<file path="src/rtl/mrut_pkg.sv">
// ----------------------------------------------------------------------------
// mrut_pkg
// shared types and constants for the mru ordered table unit
// ----------------------------------------------------------------------------
package mrut_pkg;

    localparam int KEY_W       = 64;
    localparam int NAME_W      = 32;
    localparam int TICK_W      = 32;
    localparam int POS_W       = 6;
    localparam int CNT_OUT_W   = 7;
    localparam int DEPTH_DEF   = 16;
    localparam int IN_TDATA_W  = 104;
    localparam int IN_TUSER_W  = 2;
    localparam int OUT_TDATA_W = 144;
    localparam int OUT_TUSER_W = 2;

    typedef enum logic [1:0] {
        OP_TOUCH = 2'd0,
        OP_PIN   = 2'd1,
        OP_READ  = 2'd2
    } t_op;

    typedef enum logic [1:0] {
        ST_OK       = 2'd0,
        ST_INVAL    = 2'd1,
        ST_NOTFOUND = 2'd2
    } t_status;

    typedef enum logic [1:0] {
        RD_PTR,
        RD_PTR_M1,
        RD_POS
    } t_rsel;

    typedef enum logic [1:0] {
        WR_PIN,
        WR_SHIFT,
        WR_FRONT
    } t_wsel;

    typedef enum logic [3:0] {
        S_IDLE,
        S_DECODE,
        S_SRCH_RD,
        S_SRCH_CMP,
        S_SHIFT_RD,
        S_SHIFT_WR,
        S_FRONT,
        S_DONE
    } t_state;

    typedef struct packed {
        logic [KEY_W-1:0]  key;
        logic [NAME_W-1:0] name;
        logic              pinned;
        logic [TICK_W-1:0] tick;
    } t_entry;

    typedef struct packed {
        logic    latch;
        logic    ptr_clr;
        logic    ptr_inc;
        logic    ptr_dec;
        logic    ptr_load_dest;
        logic    capture_pin;
        logic    mem_rd;
        t_rsel   rd_sel;
        logic    mem_wr;
        t_wsel   wr_sel;
        logic    set_status;
        t_status status;
        logic    ent_valid_set;
        logic    out_load;
    } t_cmd;

    typedef struct packed {
        t_op  op;
        logic key_zero;
        logic pos_ok;
        logic ptr_end;
        logic ptr_zero;
        logic ptr_one;
        logic dest_zero;
        logic key_match;
        logic out_stall;
    } t_stat;

endpackage

</file>
<file path="src/rtl/mrut_ctrl.sv">
// ----------------------------------------------------------------------------
// mrut_ctrl
// sequencer for search, move-to-front shift and result hand-off
// ----------------------------------------------------------------------------
module mrut_ctrl
    import mrut_pkg::*;
(
    input  logic  i_clk,
    input  logic  i_rst_n,
    input  logic  i_s_tvalid,
    input  t_stat i_stat,
    output logic  o_s_tready,
    output t_cmd  o_cmd
);

    t_state r_state;
    t_state n_state;

    always_ff @(posedge i_clk) begin
        if (!i_rst_n) begin
            r_state <= S_IDLE;
        end else begin
            r_state <= n_state;
        end
    end

    always_comb begin
        n_state    = r_state;
        o_s_tready = 1'b0;
        o_cmd      = '0;
        case (r_state)
            S_IDLE: begin
                o_s_tready = 1'b1;
                if (i_s_tvalid) begin
                    o_cmd.latch = 1'b1;
                    n_state     = S_DECODE;
                end
            end
            S_DECODE: begin
                case (i_stat.op)
                    OP_TOUCH: begin
                        if (i_stat.key_zero) begin
                            o_cmd.set_status = 1'b1;
                            o_cmd.status     = ST_INVAL;
                            n_state          = S_DONE;
                        end else begin
                            o_cmd.ptr_clr = 1'b1;
                            n_state       = S_SRCH_RD;
                        end
                    end
                    OP_PIN: begin
                        o_cmd.ptr_clr = 1'b1;
                        n_state       = S_SRCH_RD;
                    end
                    OP_READ: begin
                        if (i_stat.pos_ok) begin
                            o_cmd.mem_rd        = 1'b1;
                            o_cmd.rd_sel        = RD_POS;
                            o_cmd.ent_valid_set = 1'b1;
                        end else begin
                            o_cmd.set_status = 1'b1;
                            o_cmd.status     = ST_NOTFOUND;
                        end
                        n_state = S_DONE;
                    end
                    default: begin
                        o_cmd.set_status = 1'b1;
                        o_cmd.status     = ST_INVAL;
                        n_state          = S_DONE;
                    end
                endcase
            end
            S_SRCH_RD: begin
                if (i_stat.ptr_end) begin
                    if (i_stat.op == OP_PIN) begin
                        o_cmd.set_status = 1'b1;
                        o_cmd.status     = ST_NOTFOUND;
                        n_state          = S_DONE;
                    end else begin
                        o_cmd.ptr_load_dest = 1'b1;
                        n_state = i_stat.dest_zero ? S_FRONT : S_SHIFT_RD;
                    end
                end else begin
                    o_cmd.mem_rd = 1'b1;
                    o_cmd.rd_sel = RD_PTR;
                    n_state      = S_SRCH_CMP;
                end
            end
            S_SRCH_CMP: begin
                if (i_stat.key_match) begin
                    if (i_stat.op == OP_PIN) begin
                        o_cmd.mem_wr = 1'b1;
                        o_cmd.wr_sel = WR_PIN;
                        n_state      = S_DONE;
                    end else begin
                        o_cmd.capture_pin = 1'b1;
                        n_state = i_stat.ptr_zero ? S_FRONT : S_SHIFT_RD;
                    end
                end else begin
                    o_cmd.ptr_inc = 1'b1;
                    n_state       = S_SRCH_RD;
                end
            end
            S_SHIFT_RD: begin
                o_cmd.mem_rd = 1'b1;
                o_cmd.rd_sel = RD_PTR_M1;
                n_state      = S_SHIFT_WR;
            end
            S_SHIFT_WR: begin
                o_cmd.mem_wr  = 1'b1;
                o_cmd.wr_sel  = WR_SHIFT;
                o_cmd.ptr_dec = 1'b1;
                n_state = i_stat.ptr_one ? S_FRONT : S_SHIFT_RD;
            end
            S_FRONT: begin
                o_cmd.mem_wr = 1'b1;
                o_cmd.wr_sel = WR_FRONT;
                n_state      = S_DONE;
            end
            S_DONE: begin
                if (!i_stat.out_stall) begin
                    o_cmd.out_load = 1'b1;
                    n_state        = S_IDLE;
                end
            end
            default: begin
                n_state = S_IDLE;
            end
        endcase
    end

endmodule

</file>
<file path="src/rtl/mrut_dp.sv">
// ----------------------------------------------------------------------------
// mrut_dp
// entry memory, search pointer, counters and output register
// ----------------------------------------------------------------------------
module mrut_dp
    import mrut_pkg::*;
#(
    parameter int TABLE_DEPTH = DEPTH_DEF
) (
    input  logic                   i_clk,
    input  logic                   i_rst_n,
    input  logic [IN_TDATA_W-1:0]  i_s_tdata,
    input  logic [IN_TUSER_W-1:0]  i_s_tuser,
    input  t_cmd                   i_cmd,
    output t_stat                  o_stat,
    output logic                   o_m_tvalid,
    input  logic                   i_m_tready,
    output logic [OUT_TDATA_W-1:0] o_m_tdata,
    output logic [OUT_TUSER_W-1:0] o_m_tuser
);

    localparam int IDX_W = (TABLE_DEPTH > 1) ? $clog2(TABLE_DEPTH) : 1;
    localparam int CNT_W = $clog2(TABLE_DEPTH + 1);

    t_entry r_mem [TABLE_DEPTH];

    logic [1:0]        r_op;
    logic [KEY_W-1:0]  r_key;
    logic [NAME_W-1:0] r_name;
    logic              r_pin;
    logic [POS_W-1:0]  r_pos;
    logic [CNT_W-1:0]  r_count;
    logic [CNT_W-1:0]  r_ptr;
    logic [TICK_W-1:0] r_use_cnt;
    logic              r_new_pin;
    t_status           r_status;
    logic              r_ent_valid;
    t_entry            r_rd_data;

    logic                 r_out_valid;
    t_status              r_out_status;
    logic                 r_out_ent_valid;
    t_entry               r_out_ent;
    logic [CNT_OUT_W-1:0] r_out_count;

    logic [CNT_W-1:0]  w_ptr_m1;
    logic [CNT_W-1:0]  w_dest;
    logic              w_full;
    logic [TICK_W-1:0] n_tick;
    logic [IDX_W-1:0]  w_raddr;
    logic [IDX_W-1:0]  w_waddr;
    t_entry            w_wdata;

    assign w_ptr_m1 = r_ptr - 1'b1;
    assign w_full   = (r_count == CNT_W'(TABLE_DEPTH));
    assign w_dest   = w_full ? CNT_W'(TABLE_DEPTH - 1) : r_count;
    assign n_tick   = r_use_cnt + 1'b1;

    always_comb begin
        case (i_cmd.rd_sel)
            RD_PTR:    w_raddr = r_ptr[IDX_W-1:0];
            RD_PTR_M1: w_raddr = w_ptr_m1[IDX_W-1:0];
            RD_POS:    w_raddr = IDX_W'(r_pos);
            default:   w_raddr = r_ptr[IDX_W-1:0];
        endcase
    end

    always_comb begin
        w_waddr = r_ptr[IDX_W-1:0];
        w_wdata = r_rd_data;
        case (i_cmd.wr_sel)
            WR_PIN: begin
                w_wdata.pinned = r_pin;
            end
            WR_SHIFT: begin
                w_wdata = r_rd_data;
            end
            WR_FRONT: begin
                w_waddr        = '0;
                w_wdata.key    = r_key;
                w_wdata.name   = r_name;
                w_wdata.pinned = r_new_pin;
                w_wdata.tick   = n_tick;
            end
            default: begin
                w_wdata = r_rd_data;
            end
        endcase
    end

    // entry memory
    always_ff @(posedge i_clk) begin
        if (i_cmd.mem_wr) begin
            r_mem[w_waddr] <= w_wdata;
        end
        if (i_cmd.mem_rd) begin
            r_rd_data <= r_mem[w_raddr];
        end
    end

    // item fields
    always_ff @(posedge i_clk) begin
        if (i_cmd.latch) begin
            r_op   <= i_s_tuser;
            r_key  <= i_s_tdata[63:0];
            r_name <= i_s_tdata[95:64];
            r_pin  <= i_s_tdata[96];
            r_pos  <= i_s_tdata[102:97];
        end
        if (i_cmd.ptr_load_dest) begin
            r_new_pin <= 1'b0;
        end else if (i_cmd.capture_pin) begin
            r_new_pin <= r_rd_data.pinned;
        end
    end

    always_ff @(posedge i_clk) begin
        if (!i_rst_n) begin
            r_count     <= '0;
            r_use_cnt   <= '0;
            r_ptr       <= '0;
            r_status    <= ST_OK;
            r_ent_valid <= 1'b0;
        end else begin
            if (i_cmd.ptr_load_dest && !w_full) begin
                r_count <= r_count + 1'b1;
            end
            if (i_cmd.mem_wr && i_cmd.wr_sel == WR_FRONT) begin
                r_use_cnt <= n_tick;
            end
            if (i_cmd.ptr_clr) begin
                r_ptr <= '0;
            end else if (i_cmd.ptr_load_dest) begin
                r_ptr <= w_dest;
            end else if (i_cmd.ptr_inc) begin
                r_ptr <= r_ptr + 1'b1;
            end else if (i_cmd.ptr_dec) begin
                r_ptr <= w_ptr_m1;
            end
            if (i_cmd.latch) begin
                r_status    <= ST_OK;
                r_ent_valid <= 1'b0;
            end else begin
                if (i_cmd.set_status) begin
                    r_status <= i_cmd.status;
                end
                if (i_cmd.ent_valid_set) begin
                    r_ent_valid <= 1'b1;
                end
            end
        end
    end

    // output register
    always_ff @(posedge i_clk) begin
        if (!i_rst_n) begin
            r_out_valid <= 1'b0;
        end else if (i_cmd.out_load) begin
            r_out_valid <= 1'b1;
        end else if (i_m_tready) begin
            r_out_valid <= 1'b0;
        end
    end

    always_ff @(posedge i_clk) begin
        if (i_cmd.out_load) begin
            r_out_status    <= r_status;
            r_out_ent_valid <= r_ent_valid;
            r_out_ent       <= r_ent_valid ? r_rd_data : '0;
            r_out_count     <= CNT_OUT_W'(r_count);
        end
    end

    assign o_stat.op        = t_op'(r_op);
    assign o_stat.key_zero  = (r_key == '0);
    assign o_stat.pos_ok    = (CNT_OUT_W'(r_pos) < CNT_OUT_W'(r_count));
    assign o_stat.ptr_end   = (r_ptr == r_count);
    assign o_stat.ptr_zero  = (r_ptr == '0);
    assign o_stat.ptr_one   = (r_ptr == CNT_W'(1));
    assign o_stat.dest_zero = (w_dest == '0);
    assign o_stat.key_match = (r_rd_data.key == r_key);
    assign o_stat.out_stall = r_out_valid && !i_m_tready;

    assign o_m_tvalid = r_out_valid;
    assign o_m_tuser  = r_out_status;
    assign o_m_tdata  = {7'd0, r_out_count, r_out_ent.tick, r_out_ent.pinned,
                         r_out_ent.name, r_out_ent.key, r_out_ent_valid};

endmodule

</file>
<file path="src/rtl/mru_ordered_table_unit.sv">
// ----------------------------------------------------------------------------
// mru_ordered_table_unit
// bounded table of keyed entries kept in most-recently-used order
// ----------------------------------------------------------------------------
// channel | direction | tdata                                  | tuser
// s       | in        | key, name, pin value, position         | opcode
// m       | out       | valid, key, name, pinned, tick, count  | status
//
// one item at a time; a search step is a memory read then a compare, and a
// shift step is a read then a write, on the entry memory.
// a new item is taken while the previous result waits in the output register.
// synchronous active-low reset empties the table and clears the tick.
// ----------------------------------------------------------------------------
module mru_ordered_table_unit
    import mrut_pkg::*;
#(
    parameter int TABLE_DEPTH = DEPTH_DEF
) (
    input  logic                   i_clk,
    input  logic                   i_rst_n,
    input  logic                   i_s_tvalid,
    output logic                   o_s_tready,
    // key[63:0], name_handle[95:64], pin_value[96], position[102:97]
    input  logic [IN_TDATA_W-1:0]  i_s_tdata,
    // opcode[1:0]
    input  logic [IN_TUSER_W-1:0]  i_s_tuser,
    output logic                   o_m_tvalid,
    input  logic                   i_m_tready,
    // entry_valid[0], out_key[64:1], out_name[96:65], out_pinned[97],
    // out_tick[129:98], entry_count[136:130]
    output logic [OUT_TDATA_W-1:0] o_m_tdata,
    // status[1:0]
    output logic [OUT_TUSER_W-1:0] o_m_tuser
);

    t_cmd  w_cmd;
    t_stat w_stat;

    mrut_ctrl u_ctrl (
        .i_clk      (i_clk),
        .i_rst_n    (i_rst_n),
        .i_s_tvalid (i_s_tvalid),
        .i_stat     (w_stat),
        .o_s_tready (o_s_tready),
        .o_cmd      (w_cmd)
    );

    mrut_dp #(
        .TABLE_DEPTH (TABLE_DEPTH)
    ) u_dp (
        .i_clk      (i_clk),
        .i_rst_n    (i_rst_n),
        .i_s_tdata  (i_s_tdata),
        .i_s_tuser  (i_s_tuser),
        .i_cmd      (w_cmd),
        .o_stat     (w_stat),
        .o_m_tvalid (o_m_tvalid),
        .i_m_tready (i_m_tready),
        .o_m_tdata  (o_m_tdata),
        .o_m_tuser  (o_m_tuser)
    );

    a_count_bound: assert property (@(posedge i_clk) disable iff (!i_rst_n)
        o_m_tvalid |-> (o_m_tdata[136:130] <= CNT_OUT_W'(TABLE_DEPTH)))
        else $error("entry count above table depth");

    a_no_overwrite: assert property (@(posedge i_clk) disable iff (!i_rst_n)
        w_cmd.out_load |-> !(o_m_tvalid && !i_m_tready))
        else $error("stalled result overwritten");

    a_valid_ok: assert property (@(posedge i_clk) disable iff (!i_rst_n)
        (o_m_tvalid && o_m_tdata[0]) |-> (o_m_tuser == ST_OK))
        else $error("valid entry with error status");

    a_one_item: assert property (@(posedge i_clk) disable iff (!i_rst_n)
        (i_s_tvalid && o_s_tready) |=> !o_s_tready)
        else $error("second item taken while busy");

endmodule
</file>
<file path="config.mk">
export PLATFORM = sky130hd
export DESIGN_NAME = mru_ordered_table_unit
export DESIGN_NICKNAME = d
export VERILOG_FILES = /design/src/rtl/mrut_pkg.sv /design/src/rtl/mrut_ctrl.sv /design/src/rtl/mrut_dp.sv /design/src/rtl/mru_ordered_table_unit.sv
export SDC_FILE = /design/constraint.sdc
export NUM_CORES = 2
export LEC_CHECK = 0
export BUFFER_PORTS_ARGS = -buffer_cell sky130_fd_sc_hd__clkbuf_2
export CAP_MARGIN = 20
export CORE_AREA = 2 2 575 577
export CTS_CLUSTER_SIZE = 40
export DETAILED_ROUTE_END_ITERATION = 16
export DIE_AREA = 0 0 577 579
export PLACE_DENSITY = 0.46
export SLEW_MARGIN = 20
export SYNTH_ARGS = -nofsm -noshare
export SYNTH_HDL_FRONTEND = slang
export SYNTH_HIERARCHICAL = 1
export SYNTH_SLANG_ARGS = --single-unit
</file>
<file path="constraint.sdc">
create_clock -name i_clk -period 15.46 [get_ports i_clk]
set_input_delay 0 -clock i_clk [delete_from_list [all_inputs] [get_ports i_clk]]
set_output_delay 0 -clock i_clk [all_outputs]
set_load 0.005 [all_outputs]
</file>
-- After elaboration in Yosys (flattened, before gate mapping)
Memories as Yosys holds them, arrays and structs flattened. A register that Yosys moved wholly into a read port is not among the register bits.
Cells that the tools add are included.
- memories kept: 1
- bits of input ports: 110
- output and inout bits: 148
- logic and storage cells: 118
- flip-flop bits (word level): 293
- RAM bits: 2064
- magnitude comparators: 1
- eq/ne operators: 18
- add/sub/neg operators: 4
- bitwise operators: 1
- multiplexer cells: 57
- reductions and logical operators: 16
- memory list (memory ; depth ; bits a word ; rd ports ; clocked after memory_dff ; write ports ; RTL line ; text):
    u_dp.r_mem ; 16 ; 129 ; 1 ; 1 ; 1 ; mrut_dp.sv:25 ; t_entry r_mem [TABLE_DEPTH];
- operators by type and width (cell ; number):
    $mux W96 ; 1
    $eq A64 B64 Y1 ; 1
    $logic_not A64 Y1 ; 1
    $add A32 B1 Y32 const B ; 1
    $mux W32 ; 1
    $pmux W4 S8 ; 1
    $mux W3 ; 10
    $mux W4 ; 7
    $pmux W3 S3 ; 3
    $mux W1 ; 22
    $mux W5 ; 4
    $eq A4 B3 Y1 const B ; 4
    $pmux W3 S2 ; 2
    $add A5 B1 Y5 const B ; 2
    $logic_not A5 Y1 ; 2
    $eq A4 B2 Y1 const B ; 2
    $pmux W4 S2 ; 1
    $eq A2 B2 Y1 const B ; 3
    $lt A6 B5 Y1 ; 1
    $mux W2 ; 3
    $eq A5 B1 Y1 const B ; 1
    $eq A5 B5 Y1 ; 1
    $eq A5 B5 Y1 const B ; 1
    $sub A5 B1 Y5 const B ; 1
    13 further kinds ; 21

-- Depth between registers and ports, before layout
- word-level depth: 7
- depth in mapped cells: 19
- gate-level depth less buffers: 16

-- Modules after synthesis
The synthesis kept the hierarchy.
- modules (own cells, without submodules) (module ; seq. area each (um2) ; cells each ; area each (um2) ; instances):
    mrut_dp ; 74061.0 ; 5432 ; 97613.6 ; 1
    mrut_ctrl ; 60.1 ; 70 ; 504.2 ; 1

-- Worst setup path after synthesis
Ideal clock, no wire load.
- path kind: reg2reg
- from: register, netlist name u_dp/r_rd_data[112]
- to: memory u_dp/r_mem[8][0] in the netlist's numbering, enable pin
- arrival: 10.892 ns
- required time: 14.684 ns
- path slack: 3.792 ns
- stages on the path, launching flop included: 10
- buffers on the path: 0
- clock period less this slack: 11.668 ns
- setup time: 0.776 ns
- cells stage by stage: edfxtp_1 xor2_1 nor4_1 nand4_1 nor4_1 nand4b_1 mux2i_1 a21o_1 nand4b_1 nor3_1
- RTL lines (what ; RTL line):
    to (decl) ; mrut_dp.sv:25

==> flow_summary.ini <==
[route]
routedWlPerCell_um = 29.0
route.detailed.drc = 0
wl_um = 307000
vias = 55216
viasPerCell = 5.22
firstDrtPassIters = 6
ant_nets = 0
drt-initial-drc-count = 6208

[sta]
final-setup-viol-count = 0
whs_ns = 0.0414
period_needed_ns = 7.33
final.setup.tns_ns = 0
slew_headroom_pct = 18.3
timing.fmax_mhz = 136
fin_crit_sh_pct = 47.4
tightestPinTransition_ns = 1.22
skew_ns = 0.0993
slew_violations = 0
rsz0062_at_grt = false
finalWorstSetupSlack_ns = 8.13
finalHoldViolations = 0

[global_route]
grt_pass1_vias = 54926
gr-usage-all-layers_pct = 18.0
grt_max_degree = 134
grt_pass1_wl_um = 427000
antenna_found_initial = 25
grt_overflow_total = 0

[pwr]
pwr-share-clk_pct = 30.2
pwr-share-seq_pct = 43.3
internal_power_mw = 14.4
p_switching_mw = 6.81
cellPowerDensity_nw_per_um2 = 183
p_comb_share_pct = 26.6
vdd_drop_max_v = 0.000125
swShare_pct = 32.2
total_leakage_power_nw = 37.2

[die]
coreArea_um2 = 329000
die_height_um = 579
dieWidth_um = 577
initial_core_util_pct = 29.9
num_rows = 211
die_area_um2 = 334000
io_pins = 258

[finish]
nets = 6143
stdcell_area_um2 = 115000
syn_to_final_growth_pct = 17.7
fin_util_pct = 35.1
drive_gt1_share_pct = 19.6

[cts]
clk_path_buf_depth = 4
htree_levels = 5
cts_setup_buffers = 0
clock-sinks = 2485
clk_latency_ns = 0.88
cts_buffers = 279
path_clk_slew_ns = 0.06
root_buffer = clkbuf_16
tritoncts = done

[worst_setup_path]
required_ns = 16.04
crit_type = flop to flop
startpoint_type = flop
worstSetupStartpoint = u_dp/r_count[1]$_SDFFE_PN0P_
r2r_start = u_dp/r_count[1]$_SDFFE_PN0P_
crit_arrival_ns = 7.90
cp-end-kind = flop
crit_fanout = 49

[synth]
synth_cell_types = 80
yosys_warnings = 6
ys.flop_type = edfxtp_1
synth_cells = 5502
synth.yosys.seq_area_share_pct = 75.5
avgSynthCellArea_um2 = 17.8
synth-edff-count = 2435
synth-seq-cells = 2485
synthesis.area_um2 = 98100
ys_async_sr_fraction_pct = 0

[min_path]
min_path_type = primary input to flop
hold_start = i_s_tdata[0]

[placement]
placed_area_um2 = 105000
dp_hpwl_um = 153000
io_buffer_count = 247
place.gp.congestion = 0.749
post-place-ws_ns = 7.89

[status]
status = finished clean

[flow_run]
cap_violations = 0
## cell usage after synthesis, types with 34 or more instances
| master | instances | area, um^2 |
|---|---|---|
| and2_1 | 177 | 1110 |
| a211oi_1 | 97 | 728 |
| buf_2 | 65 | 325 |
| o21ai_0 | 156 | 781 |
| nor2_1 | 43 | 161 |
| a22o_1 | 71 | 622 |
| a22oi_1 | 175 | 1310 |
| nor4_1 | 37 | 231 |
| nor3_1 | 36 | 180 |
| a21oi_1 | 70 | 350 |
| nand2_1 | 659 | 2470 |
| buf_1 | 34 | 128 |
| xnor2_1 | 35 | 307 |
| clkbuf_1 | 236 | 886 |
| mux4_2 | 392 | 8830 |
| nand3_1 | 81 | 405 |
| edfxtp_1 | 2435 | 73100 |
| xor2_1 | 95 | 832 |
| dfxtp_1 | 50 | 1000 |
| or3_1 | 38 | 238 |
| o22ai_1 | 153 | 957 |
| a311o_1 | 58 | 581 |
| a221o_1 | 56 | 561 |
## layer usage
layer  GRT usage [%]  routed length [um]  vias to the layer above
li1                -                   -                    23243
met2            28.6              143000                     2051
met5               0                   0                        -
met4            4.98                8470                        0
met1            25.6              136000                    29493
met3            2.73               20000                      429
## power by group through the flow
stage	Combinational (mW)	Clock (mW)	Sequential (mW)
after floorplan	3.68	0	9.04
after global placement	5.56	0	9.28
after detailed placement	5.63	0	9.28
after CTS	5.69	6.54	9.15
after global routing	6.09	6.77	9.18
final	5.62	6.39	9.15
## cell families after synthesis
| group | share of synthesized area, % |
|---|---|
| buffers and inverters | 1.69 |
| adders and majority gates | 0.153 |
| DFF | 75.5 |
| AOI/OAI and AO/OA | 6.64 |
| other | 0.00382 |
| and+or+nand+nor | 5.67 |
| xor gates and xnor gates | 1.16 |
| muxes | 9.13 |
## layout make-up
class	instances	area, um^2
fillers	31012	213000
flip-flops and latches	2485	74100
multi-input cells	2642	22700
clock buffers	348	7280
well taps	4366	5460
repair buffers	595	4600
clock inverters	126	1260
inverters	18	75.1
diodes	4	10.0
## placed cells by master (no fill, tap or decap), drive strengths merged, types with 8 or more instances in the layout
cell type       n
a221o          56
nand4          31
o21ai         159
a21boi          9
nand3          83
buf           138
dlygate4sd3   210
a22o           71
ha             12
a311o          58
nor2b          11
nor2           47
mux4          392
inv            36
clkinv         80
conb            9
nand2         661
a222oi         15
a21oi          70
bufinv         20
a211oi         97
or3            39
nor4           38
dfxtp          50
nand2b         12
nor3           36
xnor2          35
xor2           95
a22oi         175
edfxtp       2435
clkbuf        595
and2          178
and3            9
o22ai         154
a211o          15
clkinvlp        8
## registers in the layout (all words and copies together), names as in the netlist, 2 cells and up
register / cells
u_dp/r_op: 2
u_dp/r_key: 64
u_dp/r_out_count: 5
u_dp/r_use_cnt: 32
u_dp/o_m_tuser: 2
u_dp/r_ptr: 5
u_dp/r_mem: 2064
u_dp/r_pos: 6
u_dp/r_count: 5
u_dp/r_status: 2
u_dp/r_name: 32
u_ctrl/r_state: 3
u_dp/r_rd_data: 129
u_dp/o_m_tdata: 129
## stage by stage
step	power (mW)	instances
after floorplan	12.7	5510
after global placement	14.8	9896
after detailed placement	14.9	9896
after CTS	21.4	10580
after global routing	22.0	10581
final	21.2	10584
## what timing repair did
item,4_1_cts,5_1_grt
hold buffers,210,0
resized for setup,0,0
endpoints found under the hold margin,124,0
## path summary, 6_finish.rpt
path / cells past startpoint / end / slack, ns
setup / recovery: 18 / u_dp/r_rd_data[45]$_DFFE_PP_ / 8.13
setup reg to reg: 18 / u_dp/r_rd_data[45]$_DFFE_PP_ / 8.13
hold reg to reg: 2 / u_dp/r_new_pin$_SDFFE_PP0P_ / 0.50
hold / removal: 2 / u_dp/r_key[0]$_DFFE_PP_ / 0.04
## critical path, stage by stage, from the launching register on
cell and delay [ns]:
dfxtp_1 0.51, inv_1 0.15, ha_1 0.28, o21ai_0 0.08
a21boi_0 0.11, o21ai_0 0.16, nand2b_1 0.12, a211oi_1 0.38
and4_1 0.34, ha_4 0.61, inv_2 0.34, o21a_4 0.50
nor2_4 0.25, buf_4 0.69, buf_4 0.77, buf_4 0.74
mux4_2 0.60, a22oi_1 0.19, nand3_1 0.14
(Power assumes the default switching activity.)
